### src/rtl/m4vt_pkg.sv
// m4vt_pkg: shared types and constants of the 4x4 matrix-vector transform unit
// no dependencies; imported by every module under rtl/
package m4vt_pkg;

    localparam int LANES      = 4;
    localparam int NUM_REGS   = 8;
    localparam int WORD_W     = 32;
    localparam int REG_W      = 64;
    localparam int CFG_IDX_W  = 4;
    localparam int PROD_W     = 2 * WORD_W;
    localparam int PAIR_W     = PROD_W + 1;
    localparam int SUM_W      = PROD_W + 2;

    typedef logic signed [WORD_W-1:0] q_t;
    typedef q_t [LANES-1:0]           vec_t;
    typedef vec_t [LANES-1:0]         mat_t;

    typedef enum logic [CFG_IDX_W-1:0] {
        REG_ROW0_COLS01 = 4'd0,
        REG_ROW0_COLS23 = 4'd1,
        REG_ROW1_COLS01 = 4'd2,
        REG_ROW1_COLS23 = 4'd3,
        REG_ROW2_COLS01 = 4'd4,
        REG_ROW2_COLS23 = 4'd5,
        REG_ROW3_COLS01 = 4'd6,
        REG_ROW3_COLS23 = 4'd7
    } reg_idx_t;

    // load enables of the lane pipeline stages
    typedef struct packed {
        logic s1;
        logic s2;
        logic s3;
    } pipe_en_t;

endpackage

### src/rtl/m4vt_matrix.sv
// m4vt_matrix: eight 64-bit matrix registers, config write port, identity at reset
// depends on m4vt_pkg
module m4vt_matrix
    import m4vt_pkg::*;
#(
    parameter int FRAC_BITS = 16
)
(
    input  logic                 clk,
    input  logic                 rst_n,
    input  logic                 cfg_valid,
    input  logic [CFG_IDX_W-1:0] cfg_index,
    input  logic [REG_W-1:0]     cfg_data,
    output mat_t                 mat
);

    logic [REG_W-1:0] regs_reg [NUM_REGS];

    // identity: diagonal entry of row r sits in register 2r + r/2, half r&1
    function automatic logic [REG_W-1:0] reset_word(input int idx);
        int row;
        logic [REG_W-1:0] one;
        row = idx >> 1;
        one = REG_W'(1) << FRAC_BITS;
        if ((idx & 1) == (row >> 1))
            return ((row & 1) != 0) ? (one << WORD_W) : one;
        return '0;
    endfunction

    always_ff @(posedge clk or negedge rst_n)
    begin
        if (!rst_n)
        begin
            for (int i = 0; i < NUM_REGS; i++)
            begin
                regs_reg[i] <= reset_word(i);
            end
        end
        else if (cfg_valid && (cfg_index <= REG_ROW3_COLS23))
        begin
            regs_reg[cfg_index[$clog2(NUM_REGS)-1:0]] <= cfg_data;
        end
    end

    always_comb
    begin
        for (int r = 0; r < LANES; r++)
        begin
            for (int c = 0; c < LANES; c++)
            begin
                mat[r][c] = regs_reg[2*r + (c >> 1)][WORD_W*(c & 1) +: WORD_W];
            end
        end
    end

endmodule

### config.mk
export PLATFORM = sky130hd
export DESIGN_NAME = m4vt_matrix
export DESIGN_NICKNAME = d
export VERILOG_FILES = /design/src/rtl/m4vt_pkg.sv /design/src/rtl/m4vt_matrix.sv
export SDC_FILE = /design/constraint.sdc
export NUM_CORES = 1
export LEC_CHECK = 0
export ABC_AREA = 1
export BUFFER_PORTS_ARGS = -buffer_cell sky130_fd_sc_hd__buf_2
export CELL_PAD_IN_SITES_DETAIL_PLACEMENT = 1
export CELL_PAD_IN_SITES_GLOBAL_PLACEMENT = 1
export CORE_ASPECT_RATIO = 0.9
export CORE_MARGIN = 4
export CORE_UTILIZATION = 38
export CTS_CLUSTER_DIAMETER = 150
export DETAILED_ROUTE_END_ITERATION = 8
export MAX_ROUTING_LAYER = met4
export PLACE_DENSITY_LB_ADDON = 0.1
export SYNTH_ARGS = -nofsm -noshare
export SYNTH_HDL_FRONTEND = slang
export SYNTH_SLANG_ARGS = --single-unit
export TNS_END_PERCENT = 5
### constraint.sdc
create_clock -name clk -period 0.9 [get_ports clk]
set_input_delay 0.27 -clock clk [delete_from_list [all_inputs] [get_ports clk]]
set_output_delay 0.27 -clock clk [all_outputs]
set_load 0.01 [all_outputs]
### Yosys cells after proc, flatten, opt, wreduce, memory -nomap -nowiden

Index checks and enable logic that the tools add are counted.

* add/sub/neg operators: 0
* $mul: 0
* div/mod/pow operators: 0
* magnitude comparators: 3
* eq/ne operators: 0
* shift operators: 0
* mux-type cells: 3
* bitwise operators: 1
* reductions and logical operators: 2

Operator list (number)
* bitwise mux 512 bit: 1
* demux 64 bit (select 3 bit): 1
* 2-to-1 mux 64 bit: 1
* >= comparator 4 bit (second input constant): 1
* <= comparator 4 x 3 -> 1 bit (second input constant): 1
* less-than comparator 4 x 1 -> 1 bit (second input constant): 1
* NOT 3 -> 4 bit: 1
* logical AND 1 bit: 2

* register bits: 512
* bits in latches: 0
* memory bits (writable): 0
* bits in read-only memories: 0
* input port bits: 71
* output and inout bits: 512
* logic and storage cells: 17
* memories: 0

### Logic depth before layout (Yosys ltp)

* word-level depth: 6
* depth in mapped cells: 7
* mapped depth without buffers: 5

### Worst setup path before layout

Ideal clock, no wire load.

* path kind: input-to-reg
* start point: in cfg_index[0]
* end point: reg regs_reg, in the netlist mat[195]
* setup time: 0.065 ns
* arrival time: 1.157 ns
* data required time: 0.835 ns
* setup slack: -0.322 ns
* stages: 6
* buffers on the path: 2
* cell sequence: buf_2 -> nand3_2 -> nor2_4 -> buf_2 -> nand2_1 -> nand2_1

* cells in the longest elaborated chain, start to end: 6
* elaborated cells on any way between the ends: 9
* classes of those cells: 3 x order compare; 3 x mux; 1 x bitwise; 2 x reduce/logical

Ends and longest elaborated chain
* start: declaration: RTL line m4vt_matrix.sv:12 `input logic [CFG_IDX_W-1:0] cfg_index,`
* NOT 3 -> 4 bit (not written as such): RTL line m4vt_matrix.sv:41 `regs_reg[cfg_index[$clog2(NUM_REGS)-1:0]] <= cfg_data;`
* >= comparator 4 bit (not written as such) / less-than comparator 4 x 1 -> 1 bit (equally long branches): RTL line m4vt_matrix.sv:41
* logical AND 1 bit (not written as such): RTL line m4vt_matrix.sv:41
* 2-to-1 mux 64 bit (not written as such): RTL line m4vt_matrix.sv:41
* demux 64 bit (select 3 bit): RTL line m4vt_matrix.sv:41
* bitwise mux 512 bit: RTL line m4vt_matrix.sv:41
* end signal: indexed assignment: RTL line m4vt_matrix.sv:36 `regs_reg[i] <= reset_word(i);`
* end signal: indexed assignment: RTL line m4vt_matrix.sv:41
* end: declaration: RTL line m4vt_matrix.sv:17 `logic [REG_W-1:0] regs_reg [NUM_REGS];`

Parallel ways exist; a longest one is shown, timed or not.
A chain may end at the register's enable or synchronous reset.

### Final worst setup path

* start point: reg regs_reg, in the netlist mat[16]
* end point: out mat[16] (netlist name)

RTL lines
* end: declaration: RTL line m4vt_matrix.sv:14 `output mat_t mat`

No word-level cell between the ends.

==> impl_results.md <==
- Slew Limit Fails: 0
- Gr ovfl total: 0
- Via density: 5.09
- Post-Syn Nets: 2342
- Vias in the first global route: 19300
- CTS clk-pin slew, worst paths: 0.06 ns
- DRC: 0
- Initial antenna violation count: 3
- Maximum VDD drop: 2.06 mV
- DR iter-0 viols: 1049
- IO Count: 583
- Worst path depth: 1
- R2r endpoint: mat[48]
- Layout cells sized above 1: 28.1%
- Skew-Pair Late Insertion Delay: 0.60 ns
- Critical path arrival: 1.27 ns
- Hold Violations, Final: 0
- Crit-path slowest cell: dfstp_2
- Dpl cells: 3459
- Largest area contributor in the netlist: dfrtp_1
- CP Class: flip-flop to primary output
- Post-DP HPWL: 59100 microns
- Design Power: 71.8 mW
- CTS Buf Count: 54
- Nets: 2944
- Gp weighted congestion: 0.848
- Area Growth Syn to Fin: 39.2%
- Final setup vio count: 512
- Count of different cell masters after synthesis: 15
- Routed Antenna Nets: 0
- CP Launch Point: mat[16]
- Synth top cells by count: nand2_1 (1284), dfrtp_1 (508), nand3_1 (256)
- Fmax: 648 MHz
- Vert. Die Dim: 226 microns
- WL/cell: 23.5 microns
- Worst path required time: 0.63 ns
- CP max FO: 2
- Synth Area per Inst: 8.85 sq um
- Cell row count: 79
- Worst setup margin: -0.642 ns
- Reg2reg setup slack: 0.11 ns
- DRT Pass-1 Iters: 5
- Routed vias: 18300
- Worst setup path endpoint: mat[16]
- Clk sinks: 512
- Violated checks: setup timing
- Final period utilization: 171%
- Crit path time final: 1.54 ns
- CP endpoint kind: primary output
- CTS Buffer Depth: 3
- Syn. warnings: 0
- Maximum capacitance violations: 0
- EDFF count, synth: 0
- Sequential area share after synthesis: 63.8%
- I/O Buffers: 582
- CTS tree: done
- First-pass GRT wire length: 125000 microns
- Crit path buf inv count: 1
- Top FF cell, synth: dfrtp_1
- P per Cell Area: 2570 nW/um^2
- RSZ-0062 raised after global routing: true
- Hold Path Class: input pin to flip-flop
- CP peak stage delay: 0.55 ns
- Final non-filler cell total: 3602
- FF+latch count, synth: 512
- Clock Skew: 0 ns
- Die W: 250 microns
- Routed WL: 84500 microns
- P_leak: 15.7 nW
- Largest net degree at the start of global routing: 61
- Clock Tree Root: clkbuf_16
- Most frequent cell after synthesis: nand2_1
- Crit-path cells: buf_6
- Top cell type's share of synthesized area: 63.3%
- CORE AREA: 52000 sq um
- Critical path launch point type: flip-flop
- Ys async rst share: 100%
- Hold slack: 0.0303 ns
- Number of flip-flops in the largest register: 512
- Slew margin rel.: 66.1%
- R2R Path Start: mat[48]
- Synth top area cells: dfrtp_1 (63%), nand2_1 (24%), nand3_1 (6.4%), buf_2 (3.8%), buf_4 (0.52%)
- Synth Instances: 2271
- Worst reg2reg path depth: 3
- H-tree levels: 2
- GRT Util Overall: 29.8%
- Initial core utilization: 38.6%
- Die area: 56600 sq um
- Delay-heaviest family, CP: flip-flops
- Synth Cell Area: 20100 sq um
- Status: finished, violations left
- Worst-margin pin slew: 0.509 ns
-- placed cells by master, fill, tap and decap left out, drive strengths merged, types with 6 or more instances in the layout --
cell type and count:
clkinv 8, nor2 11, dlygate4sd3 33, inv 6
nand3 263, clkbuf 83, nand2 1286, buf 705
dfrtp 508
-- layer usage --
| metal | up-vias | wire, microns | GRT usage [%] |
|---|---|---|---|
| met1 | 9410 | 34200 | 36.8 |
| met4 | 0 | 3200 | 10.6 |
| met2 | 594 | 41200 | 48.2 |
| met3 | 144 | 5910 | 7.46 |
| li1 | 8183 | - | - |
| met5 | - | 0 | - |
-- through the flow --
step / setup WS (ns) / cell area (sq um) / util (%) / TNS (ns)
2_1_floorplan: -0.198 / 20300 / - / -85.63
4_1_cts: -0.670 / 27400 / 52.8 / -275.52
5_1_grt: -0.672 / 28000 / 53.8 / -277.96
3_3_place_gp: -0.533 / 24600 / 47.3 / -244.16
3_5_place_dp: -0.591 / 24600 / 47.3 / -256.09
6_report: -0.642 / 28000 / 53.8 / -256.17
-- cell families after synthesis --
logic type | Yosys count | synth area share, %
flops | 512 | 63.8
buf+inv | 199 | 4.93
simple gates | 1560 | 31.3
-- power breakdown --
group / switching [mW] / total, mW / internal (mW)
clock network: 9.36 / 22.9 / 13.5
registers: 3.25 / 31.0 / 27.8
logic: 10.1 / 17.9 / 7.83
total: 22.7 / 71.8 / 49.1
-- what timing repair did --
item	CTS	global route
hold endpoints to repair	611	0
endpoints found under the setup margin	512	563
resized for setup	142	100
hold buffers	33	0
setup buffers	5	8
pin swaps	0	1
-- worst min path at each step --
stage / endpoint / slack, ns / start / depth (start not counted)
floorplan: mat[0] / -0.03 / rst_n / 0
global placement: mat[358] / 0.30 / rst_n / 2
detailed placement: mat[358] / 0.30 / rst_n / 2
CTS: mat[200] / 0.0003 / cfg_data[8] / 3
global route: mat[209] / 0.02 / cfg_data[17] / 3
finish: mat[350] / 0.03 / cfg_data[30] / 3
-- area by class of cell --
cell class                 count  area, sq um
timing repair buffer         739         6080
multi-input combinational   1560         6380
inverter                       6         25.0
tap                          688          861
clock buffer                  82         1630
sequential                   512        12800
fill                        6032        24000
clock inverter                12          160
antenna                        3         7.51
Power figures use the tool's default switching activity.
