### src/rtl/m4vt_pkg.sv
// m4vt_pkg: shared types and constants of the 4x4 matrix-vector transform unit
// no dependencies; imported by every module under rtl/
package m4vt_pkg;

    localparam int LANES      = 4;
    localparam int NUM_REGS   = 8;
    localparam int WORD_W     = 32;
    localparam int REG_W      = 64;
    localparam int CFG_IDX_W  = 4;
    localparam int PROD_W     = 2 * WORD_W;
    localparam int PAIR_W     = PROD_W + 1;
    localparam int SUM_W      = PROD_W + 2;

    typedef logic signed [WORD_W-1:0] q_t;
    typedef q_t [LANES-1:0]           vec_t;
    typedef vec_t [LANES-1:0]         mat_t;

    typedef enum logic [CFG_IDX_W-1:0] {
        REG_ROW0_COLS01 = 4'd0,
        REG_ROW0_COLS23 = 4'd1,
        REG_ROW1_COLS01 = 4'd2,
        REG_ROW1_COLS23 = 4'd3,
        REG_ROW2_COLS01 = 4'd4,
        REG_ROW2_COLS23 = 4'd5,
        REG_ROW3_COLS01 = 4'd6,
        REG_ROW3_COLS23 = 4'd7
    } reg_idx_t;

    // load enables of the lane pipeline stages
    typedef struct packed {
        logic s1;
        logic s2;
        logic s3;
    } pipe_en_t;

endpackage

### src/rtl/m4vt_merge.sv
// m4vt_merge: output register; collects the four lane results and ors their clip flags
// depends on m4vt_pkg
module m4vt_merge
    import m4vt_pkg::*;
(
    input  logic                    clk,
    input  logic                    rst_n,
    input  logic                    lanes_valid,
    output logic                    lanes_take,
    input  vec_t                    lane_result,
    input  logic [LANES-1:0]        lane_sat,
    output logic                    out_valid,
    input  logic                    out_stall,
    output logic signed [WORD_W-1:0] out_x,
    output logic signed [WORD_W-1:0] out_y,
    output logic signed [WORD_W-1:0] out_z,
    output logic signed [WORD_W-1:0] out_w,
    output logic                    saturated
);

    logic valid_reg;
    logic valid_next;
    vec_t result_reg;
    logic sat_reg;

    // word moves in when the register is empty or being drained
    assign lanes_take = !valid_reg || !out_stall;
    assign valid_next = lanes_take ? lanes_valid : valid_reg;

    always_ff @(posedge clk or negedge rst_n)
    begin
        if (!rst_n)
        begin
            valid_reg <= 1'b0;
        end
        else
        begin
            valid_reg <= valid_next;
        end
    end

    always_ff @(posedge clk)
    begin
        if (lanes_take)
        begin
            result_reg <= lane_result;
            sat_reg    <= |lane_sat;
        end
    end

    assign out_valid = valid_reg;
    assign out_x     = result_reg[0];
    assign out_y     = result_reg[1];
    assign out_z     = result_reg[2];
    assign out_w     = result_reg[3];
    assign saturated = sat_reg;

endmodule

### config.mk
export PLATFORM = sky130hd
export DESIGN_NAME = m4vt_merge
export DESIGN_NICKNAME = d
export VERILOG_FILES = /design/src/rtl/m4vt_pkg.sv /design/src/rtl/m4vt_merge.sv
export SDC_FILE = /design/constraint.sdc
export NUM_CORES = 1
export LEC_CHECK = 0
export ABC_AREA = 1
export BUFFER_PORTS_ARGS = -buffer_cell sky130_fd_sc_hd__buf_2
export CORE_AREA = 2 2 104 106
export DETAILED_ROUTE_END_ITERATION = 10
export DIE_AREA = 0 0 106 108
export HOLD_SLACK_MARGIN = 0.08
export PLACE_DENSITY_LB_ADDON = 0.25
export SYNTH_ARGS = -nofsm -noshare
export SYNTH_HDL_FRONTEND = slang
export SYNTH_SLANG_ARGS = --single-unit
### constraint.sdc
create_clock -name clk -period 7.95 [get_ports clk]
set_clock_uncertainty 0.2 [all_clocks]
set_input_delay 2.385 -clock clk [delete_from_list [all_inputs] [get_ports clk]]
set_output_delay 2.385 -clock clk [all_outputs]
set_load 0.1 [all_outputs]
; After elaboration in Yosys (flattened, before gate mapping)
; Index checks and enable logic that the tools add are counted.
; W data, S select, Z words.
[word_totals]
reg_bits = 130
latch_bits = 0
ramBits = 0
romBits = 0
out_inout_bits = 131
n_memories = 0
[op_classes]
add_sub_neg = 0
mul = 0
div_mod_pow = 0
n_lt_le_gt_ge = 0
n_eq_ne = 0
shift = 0
n_mux = 0
n_bitwise = 0
reduce_logical = 4
[ops]
columns = operator, count
row1 = $reduce_or A4 Y1, 1
row2 = $logic_not A1 Y1, 2
row3 = $logic_or A1 B1 Y1, 1

; Longest topological paths before layout
; Gate-level depths: netlist of run 1.
[logic_depth]
depth_word = 2
depth_mapped = 2
depth_no_buf = 2

; Worst setup path after synthesis of run 1
; Ideal clock, no wire load.
[synth_path]
kind = input to output
from = input out_stall
to = output lanes_take
arrival_time_ns = 5.735
required_ns = 5.365
setup_slack_ns = -0.370
path_stages = 1
n_path_buf = 0
cell_sequence = nand2_1
[synth_between]
elab_chain_len = 2
[synth_rtl]
columns = element, line
row1 = from (decl), m4vt_merge.sv:13  ; input logic out_stall,
row2 = $logic_not A1 Y1, m4vt_merge.sv:27  ; assign lanes_take = !valid_reg || !out_stall;
row3 = $logic_or A1 B1 Y1, m4vt_merge.sv:27
row4 = to (decl), m4vt_merge.sv:9  ; output logic lanes_take,
; No other way between the ends.

; Final worst setup path of run 1
; Same ends and word-level chain as after synthesis.

==> results of run 1 <==
worst min path at each step:
stage,from,to,slack [ns],depth (start not counted)
after floorplan,rst_n,out_valid,1.89,0
after global placement,out_valid,out_x[11],0.76,1
after detailed placement,out_valid,out_y[27],0.82,1
after CTS,out_valid,out_x[4],0.83,1
after global routing,out_valid,out_x[4],0.87,1
final,out_valid,out_x[4],0.80,1
report_power, final:
part	internal, µW	switching (µW)
clock network	409	275
logic	53.7	387
registers	812	11.0
total	1270	672
cell usage after synthesis:
cell      instances  area share, %
nand2_1           3           0.29
dfrtp_1           1           0.64
nor2_1            2           0.19
inv_1             1          0.096
edfxtp_1        129             99
routing by layer:
layer / GRT usage [%] / wire length, µm / up-vias
met5: 0 / 16 / -
met4: 7.42 / 153 / 2
met3: 9.34 / 1130 / 14
met2: 26.2 / 4650 / 155
met1: 15.5 / 2950 / 1100
li1: - / - / 1122
flip-flops by register name (all words and copies together), names as in the netlist:
| name | cells |
|---|---|
| out_valid | 1 |
| out_w | 32 |
| out_x | 32 |
| out_y | 32 |
| out_z | 32 |
| saturated | 1 |
final cells by class:
cell class	instances	share of cell area, %
well taps	136	2.85
clock inverters	15	1.99
repair buffers	267	22.4
clock buffers	17	6.93
multi-input cells	5	0.586
inverters	1	0.0628
flip-flops and latches	130	65.2
stage by stage:
stage | power, µW | cells | hold slack, ns | setup WS [ns]
floorplan | 1200 | 136 | 1.89 | 1.09
global placement | 1280 | 539 | 0.763 | 2.00
detailed placement | 1280 | 539 | 0.817 | 1.97
CTS | 1970 | 571 | 0.834 | 1.96
global route | 2010 | 571 | 0.871 | 1.93
finish | 1950 | 571 | 0.798 | 2.00
logic make-up after synthesis:
group | Yosys count | share of synthesized area, %
buffers and inverters | 1 | 0.0956
and+or+nand+nor | 5 | 0.479
DFF | 130 | 99.4
critical path: stages:
cell and delay [ns]:
buf_2 0.13, nand2_8 0.32, buf_2 0.52
==> impl_metrics.toml, run 1 <==
[status]
status = "complete, no violations"

[clock_network]
cts.repair_timing.setup_buffer_count = 0
clockBufferDepth = 2
cts_resized = 0
cts_tree = "built"
root_buffer = "clkbuf_8"
cts-buffers-inserted = 17
h-tree-depth = 4
clk_pin_slew_worst_paths_ns = 0.06
postCtsHoldBufs = 0
clock_latency_ns = 0.49
clock-sinks = 130

[detailed_routing]
vias_per_cell = 4.19
wire_per_inst_um = 15.6
num_vias = 2393
drtAntennaViolNets = 0
drt_iter0_drc = 74
drc_errors = 0
drt-pass1-iter-count = 4
wirelength_um = 8900

[final_layout]
area_growth_pct = 52.5
final_nets = 558
multi_input_area_um2 = 35.0
layout_common_cells = "buf_2 (266), edfxtp_1 (129), clkbuf_16 (16)"
regArea_um2 = 3900
num-fill-cells = 826
drive_above_1_share_pct = 68.5
n_antenna_cell = 0
fin_area_um2 = 5980
final_common_cell = "buf_2"
fin_util_pct = 58.4

[global_routing]
grt_max_degree = 75
grt_overflow = 0
grt_first_pass_wirelength_um = 12900
gr-usage-all-layers_pct = 15.6
first_global_vias = 2599
antenna_found_initial = 1

[worst_setup_path]
required_ns = 5.37
worstReg2RegStart = "out_valid"
cp_max_fo = 58
startpoint = "out_stall"
r2r_cells = 2
ff2ff_setup_slack_ns = 5.70
end_kind = "output port"
timing.critical_path.to = "lanes_take"
worstSetupPathType = "input pin to output port"
arrival_ns = 3.37
start_kind = "input pin"
rr_endpoint = "out_y[2]"

[timing]
rsz0062_at_grt = "false"
setup_viol = 0
finalHoldViolCount = 0
fin_crit_sh_pct = 74.9
slew-limit-headroom_pct = 40.1
tns_ns = 0
worstMarginPinSlew_ns = 0.898
fmaxAchievable_ghz = 0.168
slew_violations = 0
min_period_ns = 5.95

[die]
rows = 37
dieWidth_um = 106
die_h_um = 108
pin_count = 267
die_area_um2 = 11400
initial_utilization_pct = 38.3
coreArea_um2 = 10200

[power]
p_leak_uw = 0.00262
vdd_drop_max_v = 0.000159
power_density_nw_per_um2 = 326

[logic_synthesis]
yosysWarningCount = 0
synth_seq_cells = 130
ys_seq_area_share_pct = 99.4
postSynthAreaPerCell_um2 = 28.8
ys_types = 5
synthesis.nets = 272
syn_inst = 136
syn_area_um2 = 3920

[placed_design]
io_buffers = 266
gp_congestion = 0.764
place_area_um2 = 5450

[flow_run]
maxCapViolations = 0

[worst_hold_path]
min_path_type = "register to register"
Power figures use the tool's default switching activity.
==> inputs of run 2 (changes only) <==
--- a/config.mk
+++ b/config.mk
@@ -5,7 +5,7 @@
 export SDC_FILE = /design/constraint.sdc
 export NUM_CORES = 1
 export LEC_CHECK = 0
-export ABC_AREA = 1
+export ABC_AREA = 0
 export BUFFER_PORTS_ARGS = -buffer_cell sky130_fd_sc_hd__buf_2
 export CORE_AREA = 2 2 104 106
 export DETAILED_ROUTE_END_ITERATION = 10
==> constraint.sdc (replaced) <==
create_clock -name clk -period 6.15 [get_ports clk]
set_clock_uncertainty 0.2 [all_clocks]
set_input_delay 1.845 -clock clk [delete_from_list [all_inputs] [get_ports clk]]
set_output_delay 1.845 -clock clk [all_outputs]
set_load 0.1 [all_outputs]
==> run 2 against run 1 <==
Effect of this change: area after synthesis hardly changed; flip-flop and latch count did not move; non-clock buffer count increased by 1; final cell count down 0.18%; die area unchanged; clock power rose by 35%; critical path depth unchanged; register-to-register slack lost 2.1 ns.
==> impl_metrics.toml, run 2 <==
[timing]
fin_crit_sh_pct = 72.8
setup_viol = 0
tns_ns = 0
rsz0062_at_grt = "false"
finalHoldViolCount = 0
min_period_ns = 4.48
fmaxAchievable_ghz = 0.223
slew_violations = 0
slew-limit-headroom_pct = 43.2
worstMarginPinSlew_ns = 0.852

[global_routing]
antenna_found_initial = 2
grt_max_degree = 71
first_global_vias = 2422
grt_first_pass_wirelength_um = 13000
grt_overflow = 0
gr-usage-all-layers_pct = 16.2

[logic_synthesis]
synth_seq_cells = 130
synth.area.top_cells = "edfxtp_1 (99%), dfrtp_1 (0.64%), a21o_1 (0.19%)"
syn_inst = 133
postSynthAreaPerCell_um2 = 29.5
synth_top_area_cell = "edfxtp_1"
synth_edf_count = 129
async_reset_ff_share_pct = 0.769
synth_top_area_share_pct = 98.9
synthFlopType = "edfxtp_1"
yosysWarningCount = 0
syn_area_um2 = 3920
synthesis.nets = 269
ys_seq_area_share_pct = 99.5
ys_types = 5
yosysMostFrequentCell = "edfxtp_1"
yosys-top-cells-count = "edfxtp_1 (129), a21o_1 (1), dfrtp_1 (1), nand2_1 (1), or4_1 (1)"

[detailed_routing]
num_vias = 2400
drt_iter0_drc = 66
wirelength_um = 9280
wire_per_inst_um = 16.3
drtAntennaViolNets = 0
drt-pass1-iter-count = 4
vias_per_cell = 4.21
drc_errors = 0

[power]
internal-power_uw = 1690
p_leak_uw = 0.00262
pwr-share-seq_pct = 41.6
netSwitchingFraction_pct = 33.9
pwr-share-comb_pct = 22.3
power_density_nw_per_um2 = 426
finalPower_uw = 2560
clock_power_share_pct = 36.1
power.switching_uw = 867
vdd_drop_max_v = 0.000229

[die]
initial_utilization_pct = 38.3
coreArea_um2 = 10200
pin_count = 267
dieWidth_um = 106
die_area_um2 = 11400
rows = 37
die_h_um = 108

[worst_setup_path]
worstPathCellList = "buf_2 -> nand2_4 -> buf_2"
critPathTopFamily = "buffers and inverters"
cp_common_cell = "buf_2"
required_ns = 4.11
cp_max_fo = 2
cpPeakStageDelay_ns = 0.42
end_kind = "output port"
arrival_ns = 2.43
worstSetupPathType = "input pin to output port"
path_buf_inv = 2
crit_slowest_cell = "buf_2"
start_kind = "input pin"

[final_layout]
fin_util_pct = 58.7
layout_common_cells = "buf_2 (266), edfxtp_1 (129), clkbuf_16 (16)"
final_common_cell = "buf_2"
final_cell_count_no_fill = 570
num-fill-cells = 807
fin_area_um2 = 6000
final_nets = 556
area_growth_pct = 53.2
drive_above_1_share_pct = 69.1

[clock_network]
postCtsHoldBufs = 0
clock_latency_ns = 0.51
cts.repair_timing.setup_buffer_count = 0
root_buffer = "clkbuf_8"
h-tree-depth = 4
cts_tree = "built"
clk_pin_slew_worst_paths_ns = 0.06
cts_resized = 0
clockBufferDepth = 2
clock-sinks = 130
cts-buffers-inserted = 17

[status]
status = "complete, no violations"

[placed_design]
dp_hpwl_um = 6970
place_area_um2 = 5440
io_buffers = 266
dp.cells = 537
gp_congestion = 0.762

[flow_run]
maxCapViolations = 0

[worst_hold_path]
min_path_type = "register to register"
[run 2: per-layer routing]
layer / global-route usage (%) / vias up / wire length (µm)
li1: - / 1124 / -
met1: 16.5 / 1123 / 3200
met2: 27.0 / 130 / 4970
met3: 8.86 / 21 / 884
met4: 8.74 / 2 / 202
met5: 0 / - / 13
[run 2: worst paths after layout]
check                      startpoint  cells after the start    endpoint  slack, ns
max in group asynchronous       rst_n                      1   out_valid       4.77
hold reg to reg             out_valid                      1   out_valid       0.37
hold / removal              out_valid                      1   out_valid       0.37
min in group asynchronous       rst_n                      1   out_valid       0.89
setup / recovery            out_stall                      3  lanes_take       1.67
setup reg to reg            out_valid                      3   out_x[24]       3.61
[run 2: stage by stage]
stage,hold WS [ns],setup slack (ns)
floorplan,0.881,0.383
CTS,0.366,1.67
finish,0.374,1.67
global placement,0.352,1.67
detailed placement,0.354,1.67
global route,0.388,1.65
[run 2: cell type report]
class | instances | area (µm²) | area share, %
Tap cell | 136 | 170 | 2.84
Clock buffer | 17 | 414 | 6.90
Antenna cell | 1 | 2.50 | 0.0417
Multi-Input combinational cell | 3 | 26.3 | 0.438
Clock inverter | 15 | 144 | 2.40
Timing Repair Buffer | 268 | 1350 | 22.4
Sequential cell | 130 | 3900 | 65.0
[run 2: power groups by stage]
stage | logic, µW | registers (µW) | clock network (µW)
finish | 570 | 1060 | 922
global route | 583 | 1070 | 987
CTS | 573 | 1060 | 944
detailed placement | 573 | 1080 | 0
global placement | 570 | 1080 | 0
floorplan | 19.4 | 1530 | 0
[run 2: cell families after synthesis]
logic type,count (synthesis),share of synthesized area (%)
compound gates,1,0.192
simple gates,2,0.287
flops,130,99.5
==> inputs of run 3 (changes only) <==
--- a/config.mk
+++ b/config.mk
@@ -5,7 +5,7 @@
 export SDC_FILE = /design/constraint.sdc
 export NUM_CORES = 1
 export LEC_CHECK = 0
-export ABC_AREA = 0
+export ABC_AREA = 1
 export BUFFER_PORTS_ARGS = -buffer_cell sky130_fd_sc_hd__buf_2
 export CORE_AREA = 2 2 104 106
 export DETAILED_ROUTE_END_ITERATION = 10
==> constraint.sdc (replaced) <==
create_clock -name clk -period 4.3 [get_ports clk]
set_clock_uncertainty 0.2 [all_clocks]
set_input_delay 1.29 -clock clk [delete_from_list [all_inputs] [get_ports clk]]
set_output_delay 1.29 -clock clk [all_outputs]
set_load 0.1 [all_outputs]
==> run 3 against run 2 <==
Effect of this change: clock-buffer cell count did not move; worst setup slack got worse by 0.84 ns; final cell count is 0.18% higher; highest routed layer is now met4.
==> impl_metrics.toml, run 3 (synthesis gave the netlist of run 1 again) <==
[global_routing]
grt_first_pass_wirelength_um = 12400
gr-usage-all-layers_pct = 15.2
first_global_vias = 2451
grt_max_degree = 81
antenna_found_initial = 0
grt_overflow = 0

[detailed_routing]
drc_errors = 0
wire_per_inst_um = 15.5
drt-pass1-iter-count = 4
wirelength_um = 8830
drtAntennaViolNets = 0
vias_per_cell = 4.23
num_vias = 2413
drt_iter0_drc = 60

[timing]
worstMarginPinSlew_ns = 0.974
fmaxAchievable_ghz = 0.288
slew_violations = 0
fin_crit_sh_pct = 80.6
min_period_ns = 3.47
rsz0062_at_grt = "false"
setup_viol = 0
tns_ns = 0
slew-limit-headroom_pct = 35.0
finalHoldViolCount = 0

[flow_run]
maxCapViolations = 0

[clock_network]
cts.repair_timing.setup_buffer_count = 0
clockBufferDepth = 2
clock-sinks = 130
clk_pin_slew_worst_paths_ns = 0.06
postCtsHoldBufs = 0
cts_tree = "built"
h-tree-depth = 4
cts-buffers-inserted = 17
cts_resized = 0
root_buffer = "clkbuf_8"
clock_latency_ns = 0.50

[power]
finalPower_uw = 3770
vdd_drop_max_v = 0.000293
p_leak_uw = 0.00267
power_density_nw_per_um2 = 622

[worst_setup_path]
arrival_ns = 1.98
worstSetupPathType = "input pin to output port"
startpoint = "out_stall"
path_buf_inv = 2
cp_max_fo = 52
worstReg2RegStart = "out_valid"
end_kind = "output port"
worstPathCellList = "buf_2 -> nand2_8 -> buf_12"
required_ns = 2.81
crit_slowest_cell = "nand2_8"
start_kind = "input pin"
critPathTopFamily = "buffers and inverters"
cpPeakStageDelay_ns = 0.30

[placed_design]
gp_congestion = 0.727
io_buffers = 266
dp_hpwl_um = 6550

[worst_hold_path]
min_path_type = "input pin to asynchronous set/reset pin"

[final_layout]
drive_above_1_share_pct = 68.0
final_nets = 558
num-fill-cells = 811
final_common_cell = "buf_2"
area_growth_pct = 54.7
layout_common_cells = "buf_2 (265), edfxtp_1 (129), clkbuf_16 (16)"
n_antenna_cell = 0

[die]
initial_utilization_pct = 38.3
pin_count = 267
coreArea_um2 = 10200
dieWidth_um = 106
rows = 37
die_area_um2 = 11400
die_h_um = 108

[status]
status = "complete, no violations"
[run 3: where the power goes]
| group | internal [µW] | total [µW] | switching [µW] |
|---|---|---|---|
| clock network | 935 | 1430 | 499 |
| registers | 1500 | 1520 | 20.4 |
| logic | 101 | 816 | 715 |
| total | 2540 | 3770 | 1230 |
[run 3: stage by stage]
stage	setup WS, ns	instance area [µm²]	std cells	hold WS (ns)	utilization (%)
after floorplan	0.446	3930	136	0.794	-
after global placement	0.842	5460	539	0.649	53.4
after detailed placement	0.829	5460	539	0.690	53.4
after CTS	0.828	6070	571	0.320	59.3
after global routing	0.791	6070	571	0.315	59.3
final	0.834	6070	571	0.349	59.3
[run 3: worst paths after layout]
path / depth (start not counted) / slack (ns) / to
min in group clk: 2 / 0.70 / out_valid
max in group asynchronous: 1 / 3.47 / out_valid
hold reg to reg: 2 / 0.70 / out_valid
hold / removal: 1 / 0.35 / out_valid
setup reg to reg: 2 / 2.04 / saturated
setup / recovery: 3 / 0.83 / lanes_take
[run 3: area by class of cell]
cell class | count | area (µm²) | share of cell area, %
clock buffer | 17 | 414 | 6.83
sequential | 130 | 3900 | 64.3
multi-input combinational | 5 | 35.0 | 0.578
tap | 136 | 170 | 2.81
inverter | 1 | 3.75 | 0.0619
clock inverter | 15 | 190 | 3.14
timing repair buffer | 267 | 1350 | 22.3
[run 3: per-layer routing]
layer / track usage [%] / vias to the layer above / wire length [µm]
met5: 0 / - / 0
met4: 7.89 / 0 / 158
met3: 8.02 / 14 / 1050
met2: 24.8 / 182 / 4410
met1: 16.0 / 1086 / 3210
li1: - / 1131 / -
